<file path="src/hdl/tppg_pkg.sv">
// shared widths, codes and divider handshake types of the test pattern generator
package tppg_pkg;

   localparam int CoordW  = 12;
   localparam int DimW    = 13;
   localparam int ValW    = 8;
   localparam int ModeW   = 2;
   localparam int CsrIdxW = 2;

   // shared serial divider
   localparam int DivW    = 26;
   localparam int DivCntW = $clog2(DivW + 1);

   // derived widths
   localparam int StepW  = CoordW;
   localparam int BrecW  = CoordW + 1;
   localparam int BarK   = CoordW;
   localparam int BarPW  = CoordW + BrecW;
   localparam int D2W    = 2 * CoordW + 1;
   localparam int RadK   = D2W;
   localparam int RrecW  = RadK + 1;
   localparam int RadPW  = D2W + RrecW;
   localparam int SqW    = 2 * DimW;
   localparam int ScaleW = SqW - 8;
   localparam int RqW    = ValW + ScaleW;
   localparam int QuartW = DimW - 2;
   localparam int DiaW   = CoordW + 2;
   localparam int FdW    = DimW + QuartW;

   localparam logic [ValW-1:0] ValMax = 8'hFF;

   // pattern select
   localparam logic [ModeW-1:0] PAT_BARS    = 2'd0;
   localparam logic [ModeW-1:0] PAT_RADIAL  = 2'd1;
   localparam logic [ModeW-1:0] PAT_BLOCK   = 2'd2;
   localparam logic [ModeW-1:0] PAT_DIAMOND = 2'd3;

   // register indexes
   localparam logic [CsrIdxW-1:0] CSR_MODE   = 2'd0;
   localparam logic [CsrIdxW-1:0] CSR_WIDTH  = 2'd1;
   localparam logic [CsrIdxW-1:0] CSR_HEIGHT = 2'd2;

   typedef struct packed {
      logic            start;
      logic [DivW-1:0] dividend;
      logic [DivW-1:0] divisor;
   } div_req_type;

   typedef struct packed {
      logic            busy;
      logic            done;
      logic [DivW-1:0] quotient;
   } div_rsp_type;

endpackage

</file>
<file path="src/hdl/tppg_div.sv">
// radix-2 restoring divider, one quotient bit per cycle
module tppg_div import tppg_pkg::*; (
   input  logic        clock,
   input  logic        reset,
   input  div_req_type req,
   output div_rsp_type rsp
);

   logic [DivW-1:0]    quo_ff, quo_in;
   logic [DivW-1:0]    rem_ff, rem_in;
   logic [DivW-1:0]    den_ff, den_in;
   logic [DivCntW-1:0] cnt_ff, cnt_in;
   logic               busy_ff, busy_in;
   logic               done_ff, done_in;
   logic [DivW:0]      trial;
   logic [DivW:0]      diff;

   always_comb begin
      trial   = {rem_ff, quo_ff[DivW-1]};
      diff    = trial - {1'b0, den_ff};
      quo_in  = quo_ff;
      rem_in  = rem_ff;
      den_in  = den_ff;
      cnt_in  = cnt_ff;
      busy_in = busy_ff;
      done_in = 1'b0;
      if (req.start) begin
         quo_in  = req.dividend;
         rem_in  = '0;
         den_in  = req.divisor;
         cnt_in  = DivCntW'(DivW);
         busy_in = 1'b1;
      end else if (busy_ff) begin
         if (!diff[DivW]) begin
            rem_in = diff[DivW-1:0];
            quo_in = {quo_ff[DivW-2:0], 1'b1};
         end else begin
            rem_in = trial[DivW-1:0];
            quo_in = {quo_ff[DivW-2:0], 1'b0};
         end
         cnt_in = cnt_ff - DivCntW'(1);
         if (cnt_ff == DivCntW'(1)) begin
            busy_in = 1'b0;
            done_in = 1'b1;
         end
      end
   end

   always_ff @(posedge clock) begin
      if (reset) begin
         busy_ff <= 1'b0;
         done_ff <= 1'b0;
         cnt_ff  <= '0;
      end else begin
         busy_ff <= busy_in;
         done_ff <= done_in;
         cnt_ff  <= cnt_in;
      end
   end

   always_ff @(posedge clock) begin
      quo_ff <= quo_in;
      rem_ff <= rem_in;
      den_ff <= den_in;
   end

   assign rsp.busy     = busy_ff;
   assign rsp.done     = done_ff;
   assign rsp.quotient = quo_ff;

endmodule

</file>
<file path="config.mk">
export PLATFORM = sky130hd
export DESIGN_NAME = tppg_div
export DESIGN_NICKNAME = d
export VERILOG_FILES = /design/src/hdl/tppg_pkg.sv /design/src/hdl/tppg_div.sv
export SDC_FILE = /design/constraint.sdc
export NUM_CORES = 1
export LEC_CHECK = 0
export BUFFER_PORTS_ARGS = -buffer_cell sky130_fd_sc_hd__buf_2
export CORE_MARGIN = 5
export CORE_UTILIZATION = 51
export DETAILED_ROUTE_END_ITERATION = 12
export PLACE_DENSITY = 0.8
export SLEW_MARGIN = 40
export SYNTH_ARGS = -nofsm -noshare
export SYNTH_HDL_FRONTEND = slang
export SYNTH_SLANG_ARGS = --single-unit
</file>
<file path="constraint.sdc">
create_clock -name clock -period 2.74 [get_ports clock]
set_input_delay 0.822 -clock clock [delete_from_list [all_inputs] [get_ports clock]]
set_output_delay 0.822 -clock clock [all_outputs]
set_load 0.005 [all_outputs]
</file>
; ---- Word level (Yosys, flattened, before mapping)
; Index checks and enable logic that the tools add are counted.
[op_classes]
bitwise = 1
n_eq_ne = 1
mux = 10
n_reduce_logical = 3
add_sub_neg = 2
[ops]
columns = operator, n
row1 = 26-bit two-way mux, 3
row2 = 27-bit by 26-bit subtractor with 27-bit output, 1
row3 = 5-bit two-way mux, 2
row4 = "5-bit by 1-bit == test with 1-bit output, second input constant", 1
row5 = 1-bit two-way mux, 5
row6 = "5-bit by 1-bit subtractor with 5-bit output, second input constant", 1
row7 = 3-bit OR reduction, 1
row8 = 2-bit nonzero test, 1
row9 = 2-bit OR reduction, 1
row10 = 1-bit inverter, 1
[totals]
in_bits = 55
out_inout_bits = 28
register_bits = 85

; ---- Longest topological paths before layout
; Gate-level depths: netlist (run 1).
[depth]
depth_word = 4
ltp_mapped = 14
depth_no_buf = 13

; ---- Worst setup path before layout (run 1)
; No wires, ideal clock.
[synth_path]
path_type = reg2reg
start = register quo_ff[25]
end = register quo_ff[0] (data pin)
path_slack_ns = -0.166
t_arrival_ns = 2.646
stages_incl_launch_ff = 13
cell_sequence = edfxtp_1 inv_1 ha_1 inv_1 fa_1 a21o_1 a221oi_2 o31ai_4 a31oi_1 a21oi_2 xor2_2 buf_4 mux2_2
[synth_between]
elab_chain_cells = 4
[synth_lines]
columns = item, line_no
row1 = start: declaration, tppg_div.sv:9  ; logic [DivW-1:0] quo_ff, quo_in;
row2 = start signal: assignment, tppg_div.sv:62  ; quo_ff <= quo_in;
row3 = 27-bit by 26-bit subtractor with 27-bit output, tppg_div.sv:20  ; diff = trial - {1'b0, den_ff};
row4 = 1-bit two-way mux, tppg_div.sv:34  ; if (!diff[DivW]) begin
row5 = 26-bit two-way mux, tppg_div.sv:33  ; end else if (busy_ff) begin
row6 = 26-bit two-way mux, tppg_div.sv:27  ; if (req.start) begin
row7 = named net quo_in[0], tppg_div.sv:9
; The timed path passes the listed nets, and every way through them passes these cells. The select of a mux whose other input is x is not followed.
; A chain may end at the register's enable or synchronous reset.

; ---- Final worst setup path (run 1)
[layout_path]
start = register quo_ff[25]
end = register rem_ff[3]
[layout_between]
elab_chain_cells = 2
[layout_lines]
columns = item, line_no
row1 = 27-bit by 26-bit subtractor with 27-bit output, tppg_div.sv:20
row2 = 26-bit two-way mux, tppg_div.sv:34
row3 = end signal: assignment, tppg_div.sv:63  ; rem_ff <= rem_in;
row4 = end: declaration, tppg_div.sv:10  ; logic [DivW-1:0] rem_ff, rem_in;
; Every way passes these cells.

==> impl_results.html, run 1 <==
<table>
<tr><th>Metric</th><th>Value</th></tr>
<tr><th colspan="2">Yosys</th></tr>
<tr><td>Fraction of synthesized area in multiplexers</td><td>10.4%</td></tr>
<tr><td>Register area share after synthesis</td><td>47.0%</td></tr>
<tr><td>Cell taking the most area after synthesis</td><td>sky130_fd_sc_hd__edfxtp_1</td></tr>
<tr><td>Fraction of registers with async set/reset</td><td>0%</td></tr>
<tr><td>Synthesized netlist net count</td><td>531</td></tr>
<tr><td>Synth Area in Compound Gates</td><td>14.4%</td></tr>
<tr><td>Synthesized area per cell</td><td>10.6 sq um</td></tr>
<tr><td>Area fraction in and, or, nand and nor cells after synthesis</td><td>10.3%</td></tr>
<tr><td>Synthesized flop and latch total</td><td>85</td></tr>
<tr><td>Dominant synthesized flop cell</td><td>sky130_fd_sc_hd__edfxtp_1</td></tr>
<tr><td>Adder-cell area share of the yosys netlist</td><td>7.83%</td></tr>
<tr><td>Synth top area share</td><td>33.0%</td></tr>
<tr><td>Cell Area, Synth</td><td>0.00473 sq mm</td></tr>
<tr><td>Cells after Synth</td><td>447</td></tr>
<tr><td>Distinct cell type count of the synthesized netlist</td><td>51</td></tr>
<tr><td>Main combinational cell family by area after synthesis</td><td>compound AO/OA/AOI/OAI gates</td></tr>
<tr><td>Yosys warning total</td><td>0</td></tr>
<tr><td>Post-synth EDFFs</td><td>52</td></tr>
<tr><td>Area contributors post-synth</td><td>sky130_fd_sc_hd__edfxtp_1, sky130_fd_sc_hd__dfxtp_1, sky130_fd_sc_hd__ha_1</td></tr>
<tr><td>Post-synthesis xor/xnor area fraction</td><td>5.16%</td></tr>
<tr><th colspan="2">Run status</th></tr>
<tr><td>Violated checks</td><td>setup timing</td></tr>
<tr><td>Status</td><td>finished with violations</td></tr>
<tr><th colspan="2">Timing</th></tr>
<tr><td>Setup violation total in the final timing report</td><td>27</td></tr>
<tr><td>Rel. slew slack</td><td>63.2%</td></tr>
<tr><td>Max frequency</td><td>0.337 GHz</td></tr>
<tr><td>Unrepaired setup endpoints after global routing</td><td>yes</td></tr>
<tr><td>Tightest hold margin</td><td>484 ps</td></tr>
<tr><td>Fin. Hold Viols</td><td>0</td></tr>
<tr><td>Min setup slack post-route</td><td>-230 ps</td></tr>
<tr><td>Fin crit period</td><td>2970 ps</td></tr>
<tr><td>Worst Clk Skew</td><td>20.1 ps</td></tr>
<tr><td>Tcrit/Tclk final</td><td>108%</td></tr>
<tr><td>Slew of the pin with the lowest slew margin</td><td>552 ps</td></tr>
<tr><td>Final Max Tran Viols</td><td>0</td></tr>
<tr><th colspan="2">Clock network</th></tr>
<tr><td>Clock sinks</td><td>85</td></tr>
<tr><td>CTS H-Tree Depth</td><td>3</td></tr>
<tr><td>Clock tree from TritonCTS</td><td>yes</td></tr>
<tr><td>Bufs on Longest Clock Path</td><td>2</td></tr>
<tr><td>Clock network latency to the later pin of the worst-skew pair</td><td>360 ps</td></tr>
<tr><td>Clock-pin slew of the registers on the worst-case setup and hold paths</td><td>110 ps</td></tr>
<tr><td>Clock root buffer</td><td>sky130_fd_sc_hd__clkbuf_8</td></tr>
<tr><td>CTS buffer count</td><td>9</td></tr>
<tr><th colspan="2">Global route</th></tr>
<tr><td>Vias in the first global route</td><td>3772</td></tr>
<tr><td>Largest net degree at the start of global routing</td><td>46</td></tr>
<tr><td>Combined global-route utilization of all metal layers</td><td>18.9%</td></tr>
<tr><td>GR Overflow Total</td><td>0</td></tr>
<tr><td>Antenna violations before repair</td><td>0</td></tr>
<tr><td>First-pass GRT wire length</td><td>17500 um</td></tr>
<tr><th colspan="2">Die</th></tr>
<tr><td>Floorplan die height</td><td>106 um</td></tr>
<tr><td>Die area</td><td>0.0113 sq mm</td></tr>
<tr><td>Effective utilization at floorplan</td><td>51.6%</td></tr>
<tr><td>I/O pin count</td><td>83</td></tr>
<tr><td># rows</td><td>35</td></tr>
<tr><td>DIE WIDTH</td><td>106 um</td></tr>
<tr><td>Total core area</td><td>0.00915 sq mm</td></tr>
<tr><th colspan="2">Finish</th></tr>
<tr><td>Share of the core filled with cells in the final layout</td><td>62.5%</td></tr>
<tr><td>Post-route cell area</td><td>0.00572 sq mm</td></tr>
<tr><td>Inserted Diodes</td><td>0</td></tr>
<tr><td>Layout overhead on the synthesized area</td><td>20.9%</td></tr>
<tr><td>Share of final-layout standard cells stronger than drive strength 1</td><td>31.7%</td></tr>
<tr><td>Final Net Count</td><td>631</td></tr>
<tr><th colspan="2">Detailed routing</th></tr>
<tr><td>Final wirelength</td><td>10400 um</td></tr>
<tr><td>Vias per inst</td><td>5.45</td></tr>
<tr><td>Number of DRC markers after the initial detailed-route iteration</td><td>196</td></tr>
<tr><td>Routed length per instance</td><td>15.7 um</td></tr>
<tr><td>Total vias in the final route</td><td>3611</td></tr>
<tr><td>Remaining antenna violation count</td><td>0</td></tr>
<tr><td>First-pass detailed-route iteration total</td><td>4</td></tr>
<tr><td>Drc violations</td><td>0</td></tr>
<tr><th colspan="2">Worst hold path</th></tr>
<tr><td>Worst hold path class</td><td>reg -&gt; reg</td></tr>
<tr><th colspan="2">Power and ir drop</th></tr>
<tr><td>Worst-case vdd ir drop</td><td>379 uV</td></tr>
<tr><td>Pleak</td><td>2.46 nW</td></tr>
<tr><td>Power density cells</td><td>564 mW/mm^2</td></tr>
<tr><td>Overall Power</td><td>3.22 mW</td></tr>
<tr><th colspan="2">Setup path</th></tr>
<tr><td>Peak per-stage delay on the critical path</td><td>410 ps</td></tr>
<tr><td>Largest delay share family, worst path</td><td>compound AO/OA/AOI/OAI gates</td></tr>
<tr><td>Crit path required time</td><td>2980 ps</td></tr>
<tr><td>Maximum net fanout on the critical path</td><td>7</td></tr>
<tr><td>Data arrival at the endpoint of the critical path</td><td>3210 ps</td></tr>
<tr><td>Critical Path, Cell by Cell</td><td>inv_1 -&gt; ha_2 -&gt; inv_2 -&gt; fa_2 -&gt; a21o_1 -&gt; a221oi_4 -&gt; o31ai_4 -&gt; a31oi_2 -&gt; a21oi_2 -&gt; xor2_4 -&gt; buf_6 -&gt; mux2i_2 -&gt; a211oi_2</td></tr>
<tr><td>Element type at the critical path end</td><td>register</td></tr>
<tr><td>Startpoint type of the worst setup path</td><td>register</td></tr>
<tr><td>Path type of the worst setup path</td><td>reg -&gt; reg</td></tr>
<tr><td>Library cell contributing the largest single delay on the critical path</td><td>sky130_fd_sc_hd__edfxtp_1</td></tr>
<tr><td>Worst Path Buf+Inv</td><td>3</td></tr>
<tr><th colspan="2">Placed design</th></tr>
<tr><td>Number of port buffers</td><td>82</td></tr>
<tr><td>Placed cell areas</td><td>0.00541 sq mm</td></tr>
<tr><td>Global placement routability congestion</td><td>0.879</td></tr>
<tr><td>Post-detail-place hpwl</td><td>7550 um</td></tr>
<tr><th colspan="2">Flow run</th></tr>
<tr><td>Maximum Capacitance Violations</td><td>0</td></tr>
</table>
## where the power goes
| group | switching, mW | total (mW) | internal [mW] |
|---|---|---|---|
| sequential | 0.0601 | 1.54 | 1.48 |
| combinational | 0.409 | 0.781 | 0.372 |
| clock | 0.534 | 0.904 | 0.370 |
## timing repair
item,in CTS,in global routing
gates cloned,1,0
buffers inserted,2,1
pin swaps,10,16
hold buffers,0,0
hold endpoints to repair,0,0
resized for setup,11,13
endpoints found under the setup margin,27,27
## worst register-to-register path: stages, from the launching register on
cell and delay, ps:
sky130_fd_sc_hd__edfxtp_1 410, sky130_fd_sc_hd__inv_1 80, sky130_fd_sc_hd__ha_2 180, sky130_fd_sc_hd__inv_2 40, sky130_fd_sc_hd__fa_2 350, sky130_fd_sc_hd__a21o_1 220
sky130_fd_sc_hd__a221oi_4 300, sky130_fd_sc_hd__o31ai_4 90, sky130_fd_sc_hd__a31oi_2 210, sky130_fd_sc_hd__a21oi_2 120, sky130_fd_sc_hd__xor2_4 320, sky130_fd_sc_hd__buf_6 210
sky130_fd_sc_hd__mux2i_2 220, sky130_fd_sc_hd__a211oi_2 90
## cell type report
class / instances / area, sq um
timing repair buffer: 111 / 678
tap: 111 / 139
clock buffer: 9 / 124
sequential: 85 / 2220
multi-input combinational: 308 / 2350
fill: 751 / 3440
inverter: 32 / 120
clock inverter: 7 / 83.8
## worst paths after layout
kind / startpoint / to / slack, ps / cells past startpoint
max: quo_ff[25]$_DFFE_PP_ / rem_ff[3]$_SDFFE_PP0P_ / -230 / 13
min: rem_ff[5]$_SDFFE_PP0P_ / rem_ff[5]$_SDFFE_PP0P_ / 480 / 2
max reg2reg: quo_ff[25]$_DFFE_PP_ / rem_ff[3]$_SDFFE_PP0P_ / -230 / 13
min reg2reg: rem_ff[5]$_SDFFE_PP0P_ / rem_ff[5]$_SDFFE_PP0P_ / 480 / 2
## cell families (layout without fill, tap and decap cells)
logic type / Yosys count / after routing
adders and majority gates: 29 / 29
DFF: 85 / 85
buffers and inverters: 54 / 159
xor gates and xnor gates: 27 / 27
muxes: 46 / 46
and+or+nand+nor: 105 / 105
AOI/OAI and AO/OA: 101 / 101
## per-stage QoR
| step | TNS (ps) | setup slack, ps | instances |
|---|---|---|---|
| after floorplan | -1990 | -104 | 447 |
| after global placement | -2140 | -101 | 643 |
| after detailed placement | -5120 | -236 | 643 |
| after CTS | -4080 | -197 | 662 |
| after global routing | -8500 | -369 | 663 |
| final | -4880 | -230 | 663 |
## placed cells by master (no fill, tap or decap), types with 3 or more instances in the layout
master                     count
sky130_fd_sc_hd__a21o_1       12
sky130_fd_sc_hd__a31oi_1       5
sky130_fd_sc_hd__inv_8         3
sky130_fd_sc_hd__nor3_1        9
sky130_fd_sc_hd__a211oi_1     14
sky130_fd_sc_hd__buf_4        24
sky130_fd_sc_hd__o21ai_1       7
sky130_fd_sc_hd__nor2_1       40
sky130_fd_sc_hd__mux2i_1      18
sky130_fd_sc_hd__nand4_1       3
sky130_fd_sc_hd__nand2b_1      7
sky130_fd_sc_hd__nand2_1      23
sky130_fd_sc_hd__dfxtp_1      33
sky130_fd_sc_hd__ha_1         27
sky130_fd_sc_hd__o21a_1        4
sky130_fd_sc_hd__mux2_2       26
sky130_fd_sc_hd__buf_2        82
sky130_fd_sc_hd__clkbuf_8      9
sky130_fd_sc_hd__o211ai_1      3
sky130_fd_sc_hd__xnor2_1      13
sky130_fd_sc_hd__inv_1        31
sky130_fd_sc_hd__a21oi_1      26
sky130_fd_sc_hd__o21bai_1      3
sky130_fd_sc_hd__edfxtp_1     52
sky130_fd_sc_hd__and3_1        5
sky130_fd_sc_hd__o21ai_0       8
sky130_fd_sc_hd__xor2_1       13
sky130_fd_sc_hd__nand3_1       3
## cells in the mapped netlist (all sizes together) (4+ instances only)
cell type   n
mux2i      20
clkbuf     17
nand2      25
nand2b      7
a21o       12
o21a        4
xor2       14
a211oi     16
a31oi       6
dfxtp      33
nor3        9
inv        32
xnor2      13
nor2       41
buf         5
ha         28
mux2       26
and3        6
o21ai      17
edfxtp     52
a21oi      27
## metal layers
metal | routed length [um] | share of wire, % | GRT usage [%] | up-vias
li1 | - | - | - | 1807
met1 | 4520 | 43 | 24.5 | 1675
met2 | 5040 | 48 | 30.9 | 113
met3 | 692 | 6.7 | 5.40 | 16
met4 | 146 | 1.4 | 5.55 | 0
met5 | 0 | 0 | 0 | -
## registers in the layout, summed over array words and instances, names as in the netlist
signal	cells
busy_ff	1
cnt_ff	5
den_ff	26
done_ff	1
quo_ff	26
rem_ff	26
Note: power is estimated with default switching activity, not from simulation.
==> run 2: changes to the inputs <==
- clock period: 2.74 -> 2.5 ns (I/O delays scaled with it)
==> run 2 against run 1 <==
Net effect:
- the run still ends with setup timing left
- final cell count up 4.8%
- cell area up 3.6%
- critical path type unchanged
- hold slack lost 1.0 ps
- via count up 4.7%
==> impl_results.html, run 2 (same netlist as run 1, synthesis figures left out) <==
<table>
<tr><th>Metric</th><th>Value</th></tr>
<tr><th colspan="2">Finish</th></tr>
<tr><td>Share of final-layout standard cells stronger than drive strength 1</td><td>34.9%</td></tr>
<tr><td>Layout overhead on the synthesized area</td><td>25.3%</td></tr>
<tr><td>Registers with the most flip-flops</td><td>den_ff: 26 flops, quo_ff: 26 flops, rem_ff: 26 flops</td></tr>
<tr><td>Top library cells by usage in the layout, fill and taps aside</td><td>sky130_fd_sc_hd__buf_2, sky130_fd_sc_hd__buf_4, sky130_fd_sc_hd__edfxtp_1</td></tr>
<tr><td>Inserted Diodes</td><td>0</td></tr>
<tr><td>Final Net Count</td><td>663</td></tr>
<tr><td>Commonest non-fill, non-tap cell in the layout</td><td>sky130_fd_sc_hd__buf_2</td></tr>
<tr><th colspan="2">Timing</th></tr>
<tr><td>Rel. slew slack</td><td>61.4%</td></tr>
<tr><td>Worst Clk Skew</td><td>14.8 ps</td></tr>
<tr><td>Fin crit period</td><td>3000 ps</td></tr>
<tr><td>Tcrit/Tclk final</td><td>120%</td></tr>
<tr><td>Max frequency</td><td>0.333 GHz</td></tr>
<tr><td>Setup violation total in the final timing report</td><td>27</td></tr>
<tr><td>Fin. Hold Viols</td><td>0</td></tr>
<tr><td>Setup TNS</td><td>-11600 ps</td></tr>
<tr><td>Min setup slack post-route</td><td>-499 ps</td></tr>
<tr><td>Final Max Tran Viols</td><td>0</td></tr>
<tr><td>Slew of the pin with the lowest slew margin</td><td>579 ps</td></tr>
<tr><td>Unrepaired setup endpoints after global routing</td><td>yes</td></tr>
<tr><td>Tightest hold margin</td><td>483 ps</td></tr>
<tr><th colspan="2">Flow run</th></tr>
<tr><td>Maximum Capacitance Violations</td><td>0</td></tr>
<tr><th colspan="2">Setup path</th></tr>
<tr><td>Register-to-Register Setup Slack</td><td>-500 ps</td></tr>
<tr><td>Startpoint type of the worst setup path</td><td>register</td></tr>
<tr><td>Maximum net fanout on the critical path</td><td>8</td></tr>
<tr><td>Data arrival at the endpoint of the critical path</td><td>3240 ps</td></tr>
<tr><td>Element type at the critical path end</td><td>register</td></tr>
<tr><td>Path type of the worst setup path</td><td>reg -&gt; reg</td></tr>
<tr><td>Cell depth of the worst flop-to-flop path</td><td>13</td></tr>
<tr><td>Crit path required time</td><td>2740 ps</td></tr>
<tr><th colspan="2">Run status</th></tr>
<tr><td>Status</td><td>finished with violations</td></tr>
<tr><td>Violated checks</td><td>setup timing</td></tr>
<tr><th colspan="2">Detailed routing</th></tr>
<tr><td>Remaining antenna violation count</td><td>0</td></tr>
<tr><td>Total vias in the final route</td><td>3781</td></tr>
<tr><td>Drc violations</td><td>0</td></tr>
<tr><td>First-pass detailed-route iteration total</td><td>4</td></tr>
<tr><td>Vias per inst</td><td>5.44</td></tr>
<tr><td>Final wirelength</td><td>11000 um</td></tr>
<tr><td>Number of DRC markers after the initial detailed-route iteration</td><td>173</td></tr>
<tr><td>Routed length per instance</td><td>15.8 um</td></tr>
<tr><th colspan="2">Power and ir drop</th></tr>
<tr><td>Pleak</td><td>2.61 nW</td></tr>
<tr><td>Worst-case vdd ir drop</td><td>434 uV</td></tr>
<tr><td>Power density cells</td><td>610 mW/mm^2</td></tr>
<tr><th colspan="2">Clock network</th></tr>
<tr><td>Clock network latency to the later pin of the worst-skew pair</td><td>370 ps</td></tr>
<tr><td>Clock sinks</td><td>85</td></tr>
<tr><td>CTS buffer count</td><td>9</td></tr>
<tr><td>CTS H-Tree Depth</td><td>3</td></tr>
<tr><td>Clock tree from TritonCTS</td><td>yes</td></tr>
<tr><td>Clock root buffer</td><td>sky130_fd_sc_hd__clkbuf_8</td></tr>
<tr><td>Bufs on Longest Clock Path</td><td>2</td></tr>
<tr><td>Clock-pin slew of the registers on the worst-case setup and hold paths</td><td>90 ps</td></tr>
<tr><th colspan="2">Die</th></tr>
<tr><td>DIE WIDTH</td><td>106 um</td></tr>
<tr><td># rows</td><td>35</td></tr>
<tr><td>Floorplan die height</td><td>106 um</td></tr>
<tr><td>I/O pin count</td><td>83</td></tr>
<tr><td>Die area</td><td>0.0113 sq mm</td></tr>
<tr><td>Effective utilization at floorplan</td><td>51.6%</td></tr>
<tr><td>Total core area</td><td>0.00915 sq mm</td></tr>
<tr><th colspan="2">Global route</th></tr>
<tr><td>First-pass GRT wire length</td><td>18100 um</td></tr>
<tr><td>Largest net degree at the start of global routing</td><td>64</td></tr>
<tr><td>Vias in the first global route</td><td>3924</td></tr>
<tr><td>Combined global-route utilization of all metal layers</td><td>19.8%</td></tr>
<tr><td>GR Overflow Total</td><td>0</td></tr>
<tr><td>Antenna violations before repair</td><td>0</td></tr>
<tr><th colspan="2">Placed design</th></tr>
<tr><td>Number of port buffers</td><td>82</td></tr>
<tr><td>Global placement routability congestion</td><td>0.881</td></tr>
<tr><td>Post-detail-place hpwl</td><td>7850 um</td></tr>
<tr><th colspan="2">Worst hold path</th></tr>
<tr><td>Worst Hold Path Cells</td><td>2</td></tr>
<tr><td>Worst hold path class</td><td>reg -&gt; reg</td></tr>
</table>
## run 2: cell count changes in the layout (fill, tap and decap cells not counted), sizes merged
| cell | change |
|---|---|
| buf | +33 |
| clkbuf | -1 |
| clkinv | -1 |
| clkinvlp | +1 |
## run 2: metal layers
layer  GRT usage (%)  share of wire (%)
met1            25.4                 44
met5               0                  0
met2            32.6                 48
met4            7.49                2.4
met3            4.43                6.2
## run 2: where the power goes
group / internal, mW / switching (mW)
Clock: 0.401 / 0.595
Sequential: 1.62 / 0.0645
Combinational: 0.465 / 0.470
## run 2: area by class of cell
class,count,area [sq um]
timing repair buffer,143,900
clock inverter,7,77.6
clock buffer,9,124
fill,684,3230
inverter,32,120
tap,111,139
sequential,85,2220
multi-input combinational,308,2340
## run 2: what timing repair did
action                                  CTS  global route
pin swaps                                22            11
endpoints found under the setup margin   27            27
buffers inserted                          4             3
gates resized for setup                   9            13
hold buffers                              0             0
## run 2: critical path, cell delays in order, from the launching register on
cell                       delay (ps)
sky130_fd_sc_hd__edfxtp_1         430
sky130_fd_sc_hd__inv_2            100
sky130_fd_sc_hd__ha_4             140
sky130_fd_sc_hd__inv_2             30
sky130_fd_sc_hd__fa_2             340
sky130_fd_sc_hd__a21o_1           230
sky130_fd_sc_hd__a221oi_4         320
sky130_fd_sc_hd__o31ai_4          110
sky130_fd_sc_hd__a31oi_2          240
sky130_fd_sc_hd__a21oi_2          120
sky130_fd_sc_hd__xor2_4           280
sky130_fd_sc_hd__buf_6            190
sky130_fd_sc_hd__mux2i_1          260
sky130_fd_sc_hd__o21ai_1           80
## run 2: final timing paths
| check | from | to |
|---|---|---|
| min reg2reg | rem_ff[24]$_SDFFE_PP0P_ | rem_ff[24]$_SDFFE_PP0P_ |
| min | rem_ff[24]$_SDFFE_PP0P_ | rem_ff[24]$_SDFFE_PP0P_ |
| max | quo_ff[25]$_DFFE_PP_ | rem_ff[24]$_SDFFE_PP0P_ |
| max reg2reg | quo_ff[25]$_DFFE_PP_ | rem_ff[24]$_SDFFE_PP0P_ |
## run 2: metrics by stage
step	std cells	cell area (sq um)	total power, mW	worst slack, ps	utilization [%]
detailed placement	672	5610	2.59	-469	61.3
global placement	672	5610	2.56	-360	61.3
CTS	692	5870	3.60	-353	64.1
global route	695	5920	3.80	-555	64.7
finish	695	5920	3.61	-499	64.7
floorplan	447	4740	2.25	-344	-
==> run 3: changes to the inputs <==
--- a/config.mk
+++ b/config.mk
@@ -7,6 +7,6 @@
 export LEC_CHECK = 0
 export BUFFER_PORTS_ARGS = -buffer_cell sky130_fd_sc_hd__buf_2
-export CORE_MARGIN = 5
 export CORE_UTILIZATION = 51
+export CTS_CLUSTER_SIZE = 12
 export DETAILED_ROUTE_END_ITERATION = 12
 export PLACE_DENSITY = 0.8
==> constraint.sdc (replaced) <==
create_clock -name clock -period 2.5 [get_ports clock]
set_input_delay 0.125 -clock clock [delete_from_list [all_inputs] [get_ports clock]]
set_output_delay 0.125 -clock clock [all_outputs]
set_load 0.005 [all_outputs]
==> run 3 against run 2 <==
Net effect:
- the flow still finishes with violations (setup timing)
- worst setup slack better by 35 ps
- sequential cell count unchanged
- routed wire length rose by 2.2%
- clock power about the same
- combinational power increased by 2.7%
- via count grew 4.6%
- hold slack worse by 450 ps
- cell area up 4.0%
- largest cell class unchanged
- largest power group unchanged
==> impl_results.html, run 3 (same netlist as run 1, synthesis figures left out) <==
<table>
<tr><th>Metric</th><th>Value</th></tr>
<tr><th colspan="2">Setup path</th></tr>
<tr><td>Critical Path, Cell by Cell</td><td>inv_1 -&gt; ha_2 -&gt; inv_2 -&gt; fa_2 -&gt; a21o_1 -&gt; a221oi_4 -&gt; o31ai_4 -&gt; a31oi_2 -&gt; a21oi_2 -&gt; xor2_4 -&gt; buf_12 -&gt; clkbuf_16 -&gt; and3_4 -&gt; nor4_2</td></tr>
<tr><td>Library cell contributing the largest single delay on the critical path</td><td>sky130_fd_sc_hd__edfxtp_1</td></tr>
<tr><td>Data arrival at the endpoint of the critical path</td><td>3260 ps</td></tr>
<tr><td>Crit path required time</td><td>2790 ps</td></tr>
<tr><td>Critical R2R Launch</td><td>quo_ff[25]$_DFFE_PP_</td></tr>
<tr><td>Startpoint type of the worst setup path</td><td>register</td></tr>
<tr><td>Path type of the worst setup path</td><td>reg -&gt; reg</td></tr>
<tr><td>Largest delay share family, worst path</td><td>compound AO/OA/AOI/OAI gates</td></tr>
<tr><td>Register-to-Register Setup Slack</td><td>-460 ps</td></tr>
<tr><td>Element type at the critical path end</td><td>register</td></tr>
<tr><td>Cell depth of the worst flop-to-flop path</td><td>14</td></tr>
<tr><td>Worst Path Buf+Inv</td><td>4</td></tr>
<tr><td>Maximum net fanout on the critical path</td><td>7</td></tr>
<tr><td>Crit Reg-Reg Endpoint</td><td>rem_ff[12]$_SDFFE_PP0P_</td></tr>
<tr><td>Peak per-stage delay on the critical path</td><td>430 ps</td></tr>
<tr><th colspan="2">Clock network</th></tr>
<tr><td>Clock sinks</td><td>85</td></tr>
<tr><td>CTS buffer count</td><td>9</td></tr>
<tr><td>Clock-pin slew of the registers on the worst-case setup and hold paths</td><td>110 ps</td></tr>
<tr><td>Clock network latency to the later pin of the worst-skew pair</td><td>390 ps</td></tr>
<tr><td>Clock tree from TritonCTS</td><td>yes</td></tr>
<tr><td>Clock root buffer</td><td>sky130_fd_sc_hd__clkbuf_8</td></tr>
<tr><td>CTS H-Tree Depth</td><td>3</td></tr>
<tr><td>Bufs on Longest Clock Path</td><td>2</td></tr>
<tr><th colspan="2">Global route</th></tr>
<tr><td>GR Overflow Total</td><td>0</td></tr>
<tr><td>Combined global-route utilization of all metal layers</td><td>22.7%</td></tr>
<tr><td>Largest net degree at the start of global routing</td><td>54</td></tr>
<tr><td>Vias in the first global route</td><td>3825</td></tr>
<tr><td>Antenna violations before repair</td><td>0</td></tr>
<tr><td>First-pass GRT wire length</td><td>17300 um</td></tr>
<tr><th colspan="2">Finish</th></tr>
<tr><td>Commonest non-fill, non-tap cell in the layout</td><td>sky130_fd_sc_hd__buf_2</td></tr>
<tr><td>Final Net Count</td><td>679</td></tr>
<tr><td>Registers with the most flip-flops</td><td>den_ff: 26 flops, quo_ff: 26 flops, rem_ff: 26 flops</td></tr>
<tr><td>Top library cells by usage in the layout, fill and taps aside</td><td>sky130_fd_sc_hd__buf_2, sky130_fd_sc_hd__edfxtp_1, sky130_fd_sc_hd__buf_4</td></tr>
<tr><td>Layout overhead on the synthesized area</td><td>30.3%</td></tr>
<tr><td>Share of final-layout standard cells stronger than drive strength 1</td><td>32.8%</td></tr>
<tr><td>Inserted Diodes</td><td>0</td></tr>
<tr><td>Filler Cell Count</td><td>649</td></tr>
<tr><th colspan="2">Timing</th></tr>
<tr><td>Max frequency</td><td>0.337 GHz</td></tr>
<tr><td>Final Max Tran Viols</td><td>0</td></tr>
<tr><td>Setup violation total in the final timing report</td><td>27</td></tr>
<tr><td>Slew of the pin with the lowest slew margin</td><td>617 ps</td></tr>
<tr><td>Rel. slew slack</td><td>58.9%</td></tr>
<tr><td>Min setup slack post-route</td><td>-464 ps</td></tr>
<tr><td>Fin. Hold Viols</td><td>0</td></tr>
<tr><td>Worst Clk Skew</td><td>19.8 ps</td></tr>
<tr><td>Setup TNS</td><td>-10050 ps</td></tr>
<tr><td>Fin crit period</td><td>2960 ps</td></tr>
<tr><td>Unrepaired setup endpoints after global routing</td><td>yes</td></tr>
<tr><td>Tcrit/Tclk final</td><td>119%</td></tr>
<tr><th colspan="2">Die</th></tr>
<tr><td>I/O pin count</td><td>83</td></tr>
<tr><td>DIE WIDTH</td><td>98.3 um</td></tr>
<tr><td>Effective utilization at floorplan</td><td>53.4%</td></tr>
<tr><td>Floorplan die height</td><td>98.3 um</td></tr>
<tr><td>Die area</td><td>0.00966 sq mm</td></tr>
<tr><td>Total core area</td><td>0.00885 sq mm</td></tr>
<tr><td># rows</td><td>34</td></tr>
<tr><th colspan="2">Power and ir drop</th></tr>
<tr><td>Pleak</td><td>2.69 nW</td></tr>
<tr><td>Power density cells</td><td>593 mW/mm^2</td></tr>
<tr><td>Worst-case vdd ir drop</td><td>405 uV</td></tr>
<tr><th colspan="2">Placed design</th></tr>
<tr><td>Number of port buffers</td><td>82</td></tr>
<tr><td>Global placement routability congestion</td><td>0.949</td></tr>
<tr><td>Worst slack, placed</td><td>-504 ps</td></tr>
<tr><td>Post-detail-place hpwl</td><td>7490 um</td></tr>
<tr><th colspan="2">Worst hold path</th></tr>
<tr><td>Worst Hold Path Cells</td><td>2</td></tr>
<tr><td>Endpoint of the worst hold path</td><td>quo_ff[8]$_DFFE_PP_</td></tr>
<tr><td>Hold path startpoint</td><td>req[34]</td></tr>
<tr><td>Worst hold path class</td><td>in -&gt; reg</td></tr>
<tr><th colspan="2">Detailed routing</th></tr>
<tr><td>Vias per inst</td><td>5.59</td></tr>
<tr><td>Total vias in the final route</td><td>3955</td></tr>
<tr><td>Final wirelength</td><td>11200 um</td></tr>
<tr><td>Number of DRC markers after the initial detailed-route iteration</td><td>194</td></tr>
<tr><td>First-pass detailed-route iteration total</td><td>8</td></tr>
<tr><td>Remaining antenna violation count</td><td>0</td></tr>
<tr><td>Routed length per instance</td><td>15.8 um</td></tr>
<tr><td>Drc violations</td><td>0</td></tr>
<tr><th colspan="2">Run status</th></tr>
<tr><td>Status</td><td>finished with violations</td></tr>
<tr><td>Violated checks</td><td>setup timing</td></tr>
<tr><th colspan="2">Flow run</th></tr>
<tr><td>Maximum Capacitance Violations</td><td>0</td></tr>
</table>
[run 3: changes by cell type in the layout (fill, tap and decap cells not counted), moves of 2 or more]
cell	before	now
sky130_fd_sc_hd__clkinv_8	1	3
sky130_fd_sc_hd__buf_6	5	3
sky130_fd_sc_hd__buf_4	55	44
sky130_fd_sc_hd__inv_8	4	2
sky130_fd_sc_hd__dlygate4sd3_1	0	27
[run 3: how the worst max path moves through the flow]
stage | start | endpoint | slack, ps | cells after the start
floorplan | quo_ff[25]$_DFFE_PP_ | rem_ff[1]$_SDFFE_PP0P_ | -340 | 13
global placement | quo_ff[25]$_DFFE_PP_ | rem_ff[20]$_SDFFE_PP0P_ | -340 | 13
detailed placement | quo_ff[25]$_DFFE_PP_ | rem_ff[20]$_SDFFE_PP0P_ | -500 | 13
CTS | quo_ff[25]$_DFFE_PP_ | rem_ff[7]$_SDFFE_PP0P_ | -450 | 13
global route | quo_ff[25]$_DFFE_PP_ | rem_ff[12]$_SDFFE_PP0P_ | -560 | 14
finish | quo_ff[25]$_DFFE_PP_ | rem_ff[12]$_SDFFE_PP0P_ | -460 | 14
[run 3: report_power, final]
group / internal, mW / switching, mW / total (mW) / leakage (nW)
logic: 0.480 / 0.480 / 0.960 / 1.79
registers: 1.62 / 0.0679 / 1.69 / 0.788
clock network: 0.406 / 0.598 / 1.00 / 0.107
total: 2.50 / 1.15 / 3.65 / 2.69
[run 3: metrics by stage]
step / instances / util, % / hold WS [ps] / instance area, sq um / power, mW
final: 708 / 69.6 / 30.7 / 6160 / 3.65
after global placement: 654 / 62.1 / 302 / 5490 / 2.52
after floorplan: 447 / - / 197 / 4740 / 2.25
after CTS: 700 / 67.9 / 15.4 / 6010 / 3.61
after detailed placement: 654 / 62.1 / 303 / 5490 / 2.56
after global routing: 708 / 69.6 / 22.9 / 6160 / 3.82
[run 3: final cells by class]
| type | count | area [sq um] | area share [%] |
|---|---|---|---|
| repair buffers | 159 | 1110 | 18.0 |
| well taps | 108 | 135 | 2.19 |
| multi-input cells | 308 | 2360 | 38.3 |
| flip-flops and latches | 85 | 2220 | 36.1 |
| clock buffers | 9 | 124 | 2.01 |
| inverters | 32 | 120 | 1.95 |
| clock inverters | 7 | 88.8 | 1.44 |
[run 3: timing repair]
action	in CTS	in global routing
hold buffers	27	0
setup endpoints to repair	27	27
buffers inserted	2	7
gates resized for setup	5	19
endpoints found under the hold margin	33	0
cloned	1	1
pin swaps	2	17
[run 3: routing by layer]
layer	GRT usage, %	routed length, um
met3	5.23	559
met2	39.7	5680
met5	0	0
met1	27.6	4760
met4	7.46	191
